File: src/sv/atrw_pkg.sv
// ----------------------------------------------------------------------------
// atrw_pkg
// Types and constants used by the average true range core.
// ----------------------------------------------------------------------------
package atrw_pkg;

    localparam int PRICE_W  = 32;
    localparam int PERIOD_W = 8;
    localparam int SUM_W    = PRICE_W + PERIOD_W;

    localparam int APB_DATA_W = 32;
    localparam int APB_ADDR_W = 3;

    localparam logic [0:0] REG_SMOOTHING_PERIOD = 1'b0;

    localparam logic [PERIOD_W-1:0] PERIOD_RESET = PERIOD_W'(14);

    localparam logic [1:0] MODE_WARM   = 2'd0;
    localparam logic [1:0] MODE_HIT    = 2'd1;
    localparam logic [1:0] MODE_SMOOTH = 2'd2;

    typedef struct packed {
        logic [PRICE_W-1:0] bar_high;
        logic [PRICE_W-1:0] bar_low;
        logic [PRICE_W-1:0] bar_close;
        logic               series_start;
    } bar_in_t;

    typedef struct packed {
        logic [PRICE_W-1:0] range_average;
        logic               average_valid;
    } atr_out_t;

endpackage

File: src/sv/average_true_range_wilder_core.sv
// ----------------------------------------------------------------------------
// average_true_range_wilder_core
// Average true range of a bar stream with Wilder smoothing.
// ----------------------------------------------------------------------------
// One bar is processed at a time. A smoothed bar runs through the true range
// steps (high minus low, distance of the high to the previous close and its
// maximum, then distance of the low and its maximum), a bit-serial multiply
// with its start and finish states, one add, and a restoring divide that
// produces one quotient bit per cycle. The done state then loads the output
// register once it is free. The bar that completes the first period skips the
// multiply, and a first bar also skips the distance steps. The other warmup
// bars skip the divide. The core accepts again in the cycle after a result is
// loaded, so a new bar is taken only after the last one's result is loaded. A
// finished result sits in the output register, so the next bar is taken while
// it waits; a second finished result holds the core until the first one leaves.
// The smoothing period is written over the APB port at byte address 0; the
// user must write it only while the core is idle, which the core itself does
// not enforce. A period of zero acts as one.
module average_true_range_wilder_core
    import atrw_pkg::*;
(
    input  logic                  aclk,
    input  logic                  aresetn,

    input  logic                  s_valid,
    output logic                  s_ready,
    input  bar_in_t               s_data,

    output logic                  m_valid,
    input  logic                  m_ready,
    output atr_out_t              m_data,

    input  logic                  psel,
    input  logic                  penable,
    input  logic                  pwrite,
    input  logic [APB_ADDR_W-1:0] paddr,
    input  logic [APB_DATA_W-1:0] pwdata,
    output logic [APB_DATA_W-1:0] prdata,
    output logic                  pready
);

    localparam logic [3:0] ST_IDLE     = 4'd0;
    localparam logic [3:0] ST_TR_HL    = 4'd1;
    localparam logic [3:0] ST_DIST_H   = 4'd2;
    localparam logic [3:0] ST_MAX_H    = 4'd3;
    localparam logic [3:0] ST_DIST_L   = 4'd4;
    localparam logic [3:0] ST_MAX_L    = 4'd5;
    localparam logic [3:0] ST_MUL_GO   = 4'd6;
    localparam logic [3:0] ST_MUL_WAIT = 4'd7;
    localparam logic [3:0] ST_ADD      = 4'd8;
    localparam logic [3:0] ST_DIV_GO   = 4'd9;
    localparam logic [3:0] ST_DIV_WAIT = 4'd10;
    localparam logic [3:0] ST_DONE     = 4'd11;

    logic [3:0]          state_reg, state_next;

    logic [PERIOD_W-1:0] period_reg;
    logic [PRICE_W-1:0]  prev_close_reg;
    logic [SUM_W-1:0]    range_sum_reg;
    logic [PRICE_W-1:0]  cur_avg_reg;
    logic [PERIOD_W-1:0] bars_seen_reg;

    logic [PRICE_W-1:0]  hi_reg, lo_reg, cl_reg;
    logic                first_reg;
    logic [1:0]          mode_reg;
    logic [PERIOD_W:0]   n_reg;
    logic [PERIOD_W-1:0] p_reg;
    logic [SUM_W-1:0]    base_sum_reg;
    logic [PRICE_W-1:0]  tr_reg;
    logic [PRICE_W-1:0]  dist_reg;
    logic [SUM_W-1:0]    acc_reg;

    logic                m_valid_reg;
    atr_out_t            m_data_reg;

    logic                s_fire;
    logic                out_load;
    logic                cfg_write;
    logic [PERIOD_W-1:0] p_eff;
    logic [PERIOD_W-1:0] bars_eff;
    logic [PERIOD_W:0]   n_in;
    logic [1:0]          mode_in;
    logic [PRICE_W:0]    hl_diff;
    logic [PRICE_W-1:0]  dist_op;
    logic [PRICE_W:0]    fwd_diff;
    logic [PRICE_W-1:0]  dist_val;

    logic                mul_start, mul_done;
    logic [SUM_W-1:0]    mul_product;
    logic                div_start, div_done;
    logic [SUM_W-1:0]    div_quot;

    assign s_ready  = (state_reg == ST_IDLE);
    assign s_fire   = s_valid && s_ready;
    assign out_load = (state_reg == ST_DONE) && (!m_valid_reg || m_ready);

    // configuration port
    assign pready    = 1'b1;
    assign cfg_write = psel && penable && pwrite
                       && (paddr[APB_ADDR_W-1:2] == REG_SMOOTHING_PERIOD);
    assign prdata    = (paddr[APB_ADDR_W-1:2] == REG_SMOOTHING_PERIOD)
                       ? {{(APB_DATA_W-PERIOD_W){1'b0}}, period_reg} : '0;

    always_ff @(posedge aclk) begin
        if (!aresetn) begin
            period_reg <= PERIOD_RESET;
        end else if (cfg_write) begin
            period_reg <= pwdata[PERIOD_W-1:0];
        end
    end

    // transaction classification at acceptance
    assign p_eff    = (period_reg == '0) ? PERIOD_W'(1) : period_reg;
    assign bars_eff = s_data.series_start ? '0 : bars_seen_reg;
    assign n_in     = {1'b0, bars_eff} + 1'b1;

    always_comb begin
        if (n_in < {1'b0, p_eff}) begin
            mode_in = MODE_WARM;
        end else if (n_in == {1'b0, p_eff}) begin
            mode_in = MODE_HIT;
        end else begin
            mode_in = MODE_SMOOTH;
        end
    end

    // shared true range subtractors
    assign hl_diff  = {1'b0, hi_reg} - {1'b0, lo_reg};
    assign dist_op  = (state_reg == ST_DIST_H) ? hi_reg : lo_reg;
    assign fwd_diff = {1'b0, dist_op} - {1'b0, prev_close_reg};
    assign dist_val = fwd_diff[PRICE_W] ? (prev_close_reg - dist_op)
                                        : fwd_diff[PRICE_W-1:0];

    always_comb begin
        state_next = state_reg;
        unique case (state_reg)
            ST_IDLE: begin
                if (s_fire) state_next = ST_TR_HL;
            end
            ST_TR_HL:    state_next = first_reg ? ST_ADD : ST_DIST_H;
            ST_DIST_H:   state_next = ST_MAX_H;
            ST_MAX_H:    state_next = ST_DIST_L;
            ST_DIST_L:   state_next = ST_MAX_L;
            ST_MAX_L:    state_next = (mode_reg == MODE_SMOOTH) ? ST_MUL_GO : ST_ADD;
            ST_MUL_GO:   state_next = ST_MUL_WAIT;
            ST_MUL_WAIT: begin
                if (mul_done) state_next = ST_ADD;
            end
            ST_ADD:      state_next = (mode_reg == MODE_WARM) ? ST_DONE : ST_DIV_GO;
            ST_DIV_GO:   state_next = ST_DIV_WAIT;
            ST_DIV_WAIT: begin
                if (div_done) state_next = ST_DONE;
            end
            ST_DONE: begin
                if (out_load) state_next = ST_IDLE;
            end
            default:     state_next = ST_IDLE;
        endcase
    end

    assign mul_start = (state_reg == ST_MUL_GO);
    assign div_start = (state_reg == ST_DIV_GO);

    always_ff @(posedge aclk) begin
        if (!aresetn) begin
            state_reg      <= ST_IDLE;
            prev_close_reg <= '0;
            range_sum_reg  <= '0;
            cur_avg_reg    <= '0;
            bars_seen_reg  <= '0;
            m_valid_reg    <= 1'b0;
        end else begin
            state_reg <= state_next;
            if (out_load) begin
                m_valid_reg    <= 1'b1;
                prev_close_reg <= cl_reg;
                if (mode_reg == MODE_WARM) begin
                    range_sum_reg <= acc_reg;
                    bars_seen_reg <= n_reg[PERIOD_W-1:0];
                end else begin
                    if (mode_reg == MODE_HIT) range_sum_reg <= acc_reg;
                    cur_avg_reg   <= div_quot[PRICE_W-1:0];
                    bars_seen_reg <= p_reg;
                end
            end else if (m_ready) begin
                m_valid_reg <= 1'b0;
            end
        end
    end

    always_ff @(posedge aclk) begin
        if (s_fire) begin
            hi_reg       <= s_data.bar_high;
            lo_reg       <= s_data.bar_low;
            cl_reg       <= s_data.bar_close;
            first_reg    <= (bars_eff == '0);
            mode_reg     <= mode_in;
            n_reg        <= n_in;
            p_reg        <= p_eff;
            base_sum_reg <= s_data.series_start ? '0 : range_sum_reg;
        end
        if (state_reg == ST_TR_HL) begin
            tr_reg <= hl_diff[PRICE_W] ? '0 : hl_diff[PRICE_W-1:0];
        end
        if (state_reg == ST_DIST_H || state_reg == ST_DIST_L) begin
            dist_reg <= dist_val;
        end
        if ((state_reg == ST_MAX_H || state_reg == ST_MAX_L) && dist_reg > tr_reg) begin
            tr_reg <= dist_reg;
        end
        if (state_reg == ST_ADD) begin
            acc_reg <= ((mode_reg == MODE_SMOOTH) ? mul_product : base_sum_reg)
                       + {{PERIOD_W{1'b0}}, tr_reg};
        end
        if (out_load) begin
            if (mode_reg == MODE_WARM) begin
                m_data_reg.range_average <= '0;
                m_data_reg.average_valid <= 1'b0;
            end else begin
                m_data_reg.range_average <= div_quot[PRICE_W-1:0];
                m_data_reg.average_valid <= 1'b1;
            end
        end
    end

    assign m_valid = m_valid_reg;
    assign m_data  = m_data_reg;

    atrw_serial_mul #(
        .A_W (PRICE_W),
        .B_W (PERIOD_W)
    ) u_mul (
        .aclk    (aclk),
        .aresetn (aresetn),
        .start   (mul_start),
        .mcand   (cur_avg_reg),
        .mplier  (p_reg - 1'b1),
        .product (mul_product),
        .done    (mul_done)
    );

    atrw_serial_div #(
        .N_W (SUM_W),
        .D_W (PERIOD_W)
    ) u_div (
        .aclk     (aclk),
        .aresetn  (aresetn),
        .start    (div_start),
        .dividend (acc_reg),
        .divisor  (p_reg),
        .quotient (div_quot),
        .done     (div_done)
    );

`ifndef SYNTH
    a_warm_is_zero: assert property (@(posedge aclk) disable iff (!aresetn)
        m_valid_reg && !m_data_reg.average_valid |-> m_data_reg.range_average == '0)
        else $error("warmup result carries a nonzero average");
    a_quot_fits: assert property (@(posedge aclk) disable iff (!aresetn)
        state_reg == ST_DONE && mode_reg != MODE_WARM
        |-> div_quot[SUM_W-1:PRICE_W] == '0)
        else $error("average does not fit the price width");
    a_accept_leaves_idle: assert property (@(posedge aclk) disable iff (!aresetn)
        s_fire |=> state_reg == ST_TR_HL)
        else $error("accepted transaction not started");
    a_units_exclusive: assert property (@(posedge aclk) disable iff (!aresetn)
        state_reg == ST_MUL_WAIT |-> mode_reg == MODE_SMOOTH)
        else $error("multiply run outside smoothing");
`endif

endmodule

File: src/sv/atrw_serial_mul.sv
// ----------------------------------------------------------------------------
// atrw_serial_mul
// Shift-add multiplier, one multiplier bit per cycle, msb first.
// ----------------------------------------------------------------------------
module atrw_serial_mul #(
    parameter int A_W = 32,
    parameter int B_W = 8
) (
    input  logic               aclk,
    input  logic               aresetn,
    input  logic               start,
    input  logic [A_W-1:0]     mcand,
    input  logic [B_W-1:0]     mplier,
    output logic [A_W+B_W-1:0] product,
    output logic               done
);

    localparam int P_W   = A_W + B_W;
    localparam int CNT_W = $clog2(B_W + 1);

    logic [P_W-1:0]   acc_reg;
    logic [A_W-1:0]   mcand_reg;
    logic [B_W-1:0]   mplier_reg;
    logic [CNT_W-1:0] cnt_reg;
    logic             busy_reg;
    logic             done_reg;
    logic [P_W-1:0]   addend;

    assign addend = mplier_reg[B_W-1] ? {{B_W{1'b0}}, mcand_reg} : '0;

    always_ff @(posedge aclk) begin
        if (!aresetn) begin
            busy_reg <= 1'b0;
            done_reg <= 1'b0;
            cnt_reg  <= '0;
        end else begin
            done_reg <= 1'b0;
            if (start) begin
                busy_reg <= 1'b1;
                cnt_reg  <= CNT_W'(B_W);
            end else if (busy_reg) begin
                cnt_reg <= cnt_reg - 1'b1;
                if (cnt_reg == CNT_W'(1)) begin
                    busy_reg <= 1'b0;
                    done_reg <= 1'b1;
                end
            end
        end
    end

    always_ff @(posedge aclk) begin
        if (start) begin
            acc_reg    <= '0;
            mcand_reg  <= mcand;
            mplier_reg <= mplier;
        end else if (busy_reg) begin
            acc_reg    <= {acc_reg[P_W-2:0], 1'b0} + addend;
            mplier_reg <= {mplier_reg[B_W-2:0], 1'b0};
        end
    end

    assign product = acc_reg;
    assign done    = done_reg;

`ifndef SYNTH
    a_done_after_busy: assert property (@(posedge aclk) disable iff (!aresetn)
        done_reg |-> $past(busy_reg))
        else $error("multiplier done without a run");
    a_cnt_nonzero_busy: assert property (@(posedge aclk) disable iff (!aresetn)
        busy_reg |-> cnt_reg != '0)
        else $error("multiplier busy with empty count");
    a_no_restart: assert property (@(posedge aclk) disable iff (!aresetn)
        busy_reg |-> !start)
        else $error("multiplier restarted while busy");
`endif

endmodule

File: src/sv/atrw_serial_div.sv
// ----------------------------------------------------------------------------
// atrw_serial_div
// Restoring divider, one quotient bit per cycle, dividend shifted msb first.
// ----------------------------------------------------------------------------
module atrw_serial_div #(
    parameter int N_W = 40,
    parameter int D_W = 8
) (
    input  logic           aclk,
    input  logic           aresetn,
    input  logic           start,
    input  logic [N_W-1:0] dividend,
    input  logic [D_W-1:0] divisor,
    output logic [N_W-1:0] quotient,
    output logic           done
);

    localparam int CNT_W = $clog2(N_W + 1);

    logic [N_W-1:0]   quo_reg;
    logic [D_W-1:0]   rem_reg;
    logic [D_W-1:0]   div_reg;
    logic [CNT_W-1:0] cnt_reg;
    logic             busy_reg;
    logic             done_reg;
    logic [D_W:0]     shifted;
    logic [D_W+1:0]   diff;

    assign shifted = {rem_reg, quo_reg[N_W-1]};
    assign diff    = {1'b0, shifted} - {2'b00, div_reg};

    always_ff @(posedge aclk) begin
        if (!aresetn) begin
            busy_reg <= 1'b0;
            done_reg <= 1'b0;
            cnt_reg  <= '0;
        end else begin
            done_reg <= 1'b0;
            if (start) begin
                busy_reg <= 1'b1;
                cnt_reg  <= CNT_W'(N_W);
            end else if (busy_reg) begin
                cnt_reg <= cnt_reg - 1'b1;
                if (cnt_reg == CNT_W'(1)) begin
                    busy_reg <= 1'b0;
                    done_reg <= 1'b1;
                end
            end
        end
    end

    always_ff @(posedge aclk) begin
        if (start) begin
            quo_reg <= dividend;
            rem_reg <= '0;
            div_reg <= divisor;
        end else if (busy_reg) begin
            if (!diff[D_W+1]) begin
                rem_reg <= diff[D_W-1:0];
                quo_reg <= {quo_reg[N_W-2:0], 1'b1};
            end else begin
                rem_reg <= shifted[D_W-1:0];
                quo_reg <= {quo_reg[N_W-2:0], 1'b0};
            end
        end
    end

    assign quotient = quo_reg;
    assign done     = done_reg;

`ifndef SYNTH
    a_rem_below_divisor: assert property (@(posedge aclk) disable iff (!aresetn)
        busy_reg |-> rem_reg < div_reg)
        else $error("partial remainder not below divisor");
    a_divisor_held: assert property (@(posedge aclk) disable iff (!aresetn)
        busy_reg && $past(busy_reg) && !$past(start) |-> $stable(div_reg))
        else $error("divisor changed during a run");
    a_done_after_busy: assert property (@(posedge aclk) disable iff (!aresetn)
        done_reg |-> $past(busy_reg))
        else $error("divider done without a run");
`endif

endmodule
File: config.mk
export PLATFORM = sky130hd
export DESIGN_NAME = average_true_range_wilder_core
export DESIGN_NICKNAME = d
export VERILOG_FILES = /design/src/sv/atrw_pkg.sv /design/src/sv/average_true_range_wilder_core.sv /design/src/sv/atrw_serial_mul.sv /design/src/sv/atrw_serial_div.sv
export SDC_FILE = /design/constraint.sdc
export NUM_CORES = 1
export LEC_CHECK = 0
export BUFFER_PORTS_ARGS = -buffer_cell sky130_fd_sc_hd__buf_2
export CORE_ASPECT_RATIO = 0.9
export CORE_MARGIN = 3
export CORE_UTILIZATION = 50
export DETAILED_ROUTE_END_ITERATION = 7
export GPL_ROUTABILITY_DRIVEN = 0
export PLACE_DENSITY_LB_ADDON = 0.12
export SLEW_MARGIN = 30
export SYNTH_ARGS = -nofsm -noshare
export SYNTH_HDL_FRONTEND = slang
export SYNTH_HIERARCHICAL = 1
export SYNTH_SLANG_ARGS = --single-unit
File: constraint.sdc
create_clock -name aclk -period 10.21 [get_ports aclk]
set_input_delay 2.5525 -clock aclk [delete_from_list [all_inputs] [get_ports aclk]]
set_output_delay 2.5525 -clock aclk [all_outputs]
set_load 0.02 [all_outputs]
* Yosys cells after proc, flatten, opt, wreduce, memory -nomap -nowiden
Cells that the tools add are included. W data, S select, Z words.
Operators by class: bitwise gates (word level) 5, reduce and logical (&&, ||, !) cells 26, $lt $le $gt $ge 2, add/sub/neg operators 10, equality and inequality tests 20, muxes and demuxes 43
Operators by type and width (count):
- $mux W40 | 5
- $mux W32 | 6
- $sub A32 B32 Y33 | 2
- $mux W8 | 7
- $pmux W4 S12 | 1
- $add A40 B32 Y40 | 1
- $add A40 B40 Y40 | 1
- $gt A32 B32 Y1 | 1
- $mux W4 | 8
- $sub A32 B32 Y32 | 1
- $eq A4 B3 Y1 const B | 4
- $eq A4 B4 Y1 const B | 4
- $logic_not A8 Y1 | 2
- $mux W1 | 12
- $mux W6 | 2
- $reduce_bool A2 Y1 | 5
- $sub A9 B8 Y10 | 1
- $add A8 B1 Y9 const B | 1
- $eq A9 B8 Y1 | 1
- $lt A9 B8 Y1 | 1
- $eq A4 B1 Y1 const B | 2
- $eq A4 B2 Y1 const B | 2
- $sub A8 B1 Y8 const B | 1
- $eq A6 B1 Y1 const B | 1
- 17 further kinds | 34
Storage, ports and cells: word-level logic and storage cells 140, output and inout port bits 68, bits in registers 567

* Depth between registers and ports, before layout
depth after elaboration 5, depth in mapped cells 19, mapped depth without buffers 15

* Hierarchy
The synthesis kept the hierarchy.
Modules (own cells, without submodules):
- average_true_range_wilder_core | times used 1, area an instance 24088.1 sq um, cells each 2510
- atrw_serial_mul | times used 1, area an instance 5158.7 sq um, cells each 566
- atrw_serial_div | times used 1, area an instance 3006.6 sq um, cells each 226

* Worst setup path before layout
OpenSTA, ideal clock, no wires.
path kind input to register, start input port s_valid, end register base_sum_reg[0] (enable), path slack 3.591 ns, data required time 9.678 ns, stages on the path 1, buffers on the path 0, library setup time 0.532 ns, arrival time 6.087 ns, cells stage by stage and2_1
Between the ends: longest elaborated chain between the ends 1
Ends and longest elaborated chain:
- from (decl) | RTL line average_true_range_wilder_core.sv:25 | input logic s_valid,
- $logic_and A1 B1 Y1 | RTL line average_true_range_wilder_core.sv:94 | assign s_fire = s_valid && s_ready;
- to (signal assigned) | RTL line average_true_range_wilder_core.sv:200 | base_sum_reg <= s_data.series_start ? '0 : range_sum_reg;
- to (decl) | RTL line average_true_range_wilder_core.sv:68 | logic [SUM_W-1:0] base_sum_reg;
No other way between the ends. A chain may end at the register's enable or synchronous reset.

* Final worst setup path
start input port paddr[2], end output port prdata[3]
Between the ends: longest elaborated chain between the ends 1
Ends and longest elaborated chain:
- from (decl) | RTL line average_true_range_wilder_core.sv:36 | input logic [APB_ADDR_W-1:0] paddr,
- $mux W8 | RTL line average_true_range_wilder_core.sv:102 | ? {{(APB_DATA_W-PERIOD_W){1'b0}}, period_reg} : '0;
- to (decl) | RTL line average_true_range_wilder_core.sv:38 | output logic [APB_DATA_W-1:0] prdata,
No other way between the ends.

==> metrics.cfg <==
[status]
outcome = finished clean

[synthesis]
synth_seq_area_share = 0.470
synth_edf_count = 380
async_flop_share = 0
syn_inst = 3302
ys_seq_elements = 567
ys_warn_count = 6
avgSynthCellArea_sq_um = 9.77
yosys_most_used_dff = edfxtp_1
synth_cell_types = 97
syn_area_sq_um = 32300

[worst_setup_path]
start_kind = input pin
worstSetupPathType = in2out
worstPathArrival_ns = 2.98
max_stage_delay_ns = 0.17
path_cells = buf_2 -> nor2_1 -> buf_2
cp_max_fo = 10
crit_required_ns = 7.66
slowest_stage = buf_2
timing.rr.start = state_reg[1]$_SDFFE_PN0P_
crit_start = paddr[2]
crit_path_frequent_cell = buf_2
endpoint_kind = output port

[timing]
hold_violations = 0
fin_crit_sh = 0.542
fmax_mhz = 181
finClkSkew_ns = 0.0376
fin_crit_ns = 5.53
tns_ns = 0
worst_pin_slew_ns = 0.925
rsz0062_at_grt = false
relSlewSlack = 0.384
finalSetupViolations = 0
drv_slew = 0

[finish]
n_fill_cell = 5450
multi_input_area_sq_um = 15600
final_nets = 3747
area_growth_pct = 10.7
regArea_sq_um = 15200
drive_gt1_frac = 0.111
layout_commonest_cell = nand2_1
layout_common_cells = nand2_1 (507), edfxtp_1 (380), ha_1 (214)

[clock_network]
cts_sinks = 567
cts_tree = done
cts_setup_buffers = 0
insertion_delay_ns = 0.64
h-tree-depth = 2
clock_path_buffers = 3
clkTransAtPathRegs_ns = 0.06
cts_resized = 0
cts_made_buffers = 59
cts-root-buf = clkbuf_16
cts_hold_buf = 0

[global_routing]
grt_pass1_wl_mm = 123
antenna_found_initial = 1
overflow = 0
grt_max_degree = 107
grt_usage = 0.225
grt_pass1_vias = 23400

[drt]
ant_nets = 0
via_per_inst = 5.62
drc_errors = 0
wl_mm = 76.9
vias = 24100
first_pass_iters = 5
wl_per_cell_microns = 17.9
drtIter0Drc = 1711

[job]
maxCapViolCount = 0

[floorplanning]
die_h_microns = 247
ios = 207
die_x_microns = 274
dieArea_sq_um = 67600
start_util = 0.510
rows = 87
core_sq_um = 63200

[pwr]
p_per_area_nw_per_um2 = 273
leakage_uw = 0.0140
irDropWorstVdd_mv = 0.155
finalPower_uw = 9730

[place]
dp_hpwl_mm = 55.9
portBuffers = 155

[worst_hold_path]
hold_class = reg2reg
min_from = cur_avg_reg[4]$_SDFFE_PN0P_

## per-layer routing
metal / vias up / global-route usage / wire length (microns)
met5: - / 0 / 0
met4: 0 / 0.0730 / 2280
met3: 144 / 0.0278 / 3830
met2: 650 / 0.367 / 35100
met1: 11400 / 0.312 / 35700
li1: 11900 / - / -
## logic make-up after synthesis
logic type	Yosys count	share of synthesized area
AOI/OAI and AO/OA	837	0.174
xor gates and xnor gates	126	0.0342
adders and majority gates	220	0.0867
buffers and inverters	394	0.0511
DFF	567	0.470
muxes	89	0.0297
other	2	0.000233
and+or+nand+nor	1067	0.154
## metrics by stage
step                worst slack (ns)  instances  cell area (sq um)  hold slack, ns  utilization
floorplan                       3.59       3325              32300           0.408            -
global placement                4.62       4171              33600           0.412        0.531
detailed placement              4.64       4171              33600           0.415        0.531
CTS                             4.68       4283              35700           0.424        0.564
global route                    4.52       4284              35700           0.443        0.564
finish                          4.68       4285              35700           0.432        0.564
## path summary, 6_finish.rpt
path                                                     end  slack (ns)  cells past startpoint
worst max-delay path                               prdata[3]        4.68                      3
worst min-delay path            u_mul/mcand_reg[4]$_DFFE_PP_        0.43                      0
worst max register to register        dist_reg[28]$_DFFE_PP_        4.80                     15
worst min register to register  u_mul/mcand_reg[4]$_DFFE_PP_        0.43                      0
## critical path: cells and delay by family
family	cells	cell delay, ns
buf+inv	2	0.32
simple gates	1	0.11
## synth_stat cells (28+ instances only)
cell type    n  area [sq um]
nand3_1     47           235
mux2_2      53           597
edfxtp_1   380         11400
o21ai_0    132           661
xor2_1      54           473
and2_1      77           482
nand2_1    507          1900
o21a_1      39           293
o21ai_1     29           145
ha_1       214          2680
mux2i_1     36           360
clkbuf_1   119           447
a21boi_0   117           878
nand4_1     41           257
nor3_1      34           170
nor2b_1     75           469
a21o_1      95           713
nand2b_1    28           175
nor2_1     172           646
buf_4       29           218
dfxtp_1    187          3740
a21oi_1    207          1040
xnor2_1     72           631
inv_1      213           800
## power breakdown
part	switching (uW)	internal [uW]	total, uW	leakage [uW]
clock	952	1360	2320	0.00101
sequential	356	3150	3510	0.00502
combinational	2390	1520	3910	0.00802
total	3700	6030	9730	0.0140
## area by class of cell
cell class	instances	share of cell area
clock buffers	70	0.0439
flip-flops and latches	567	0.425
multi-input cells	2364	0.436
well taps	845	0.0296
clock inverters	42	0.0154
repair buffers	182	0.0277
inverters	214	0.0225
diodes	1	0.0000701
Power figures use the tool's default switching activity.
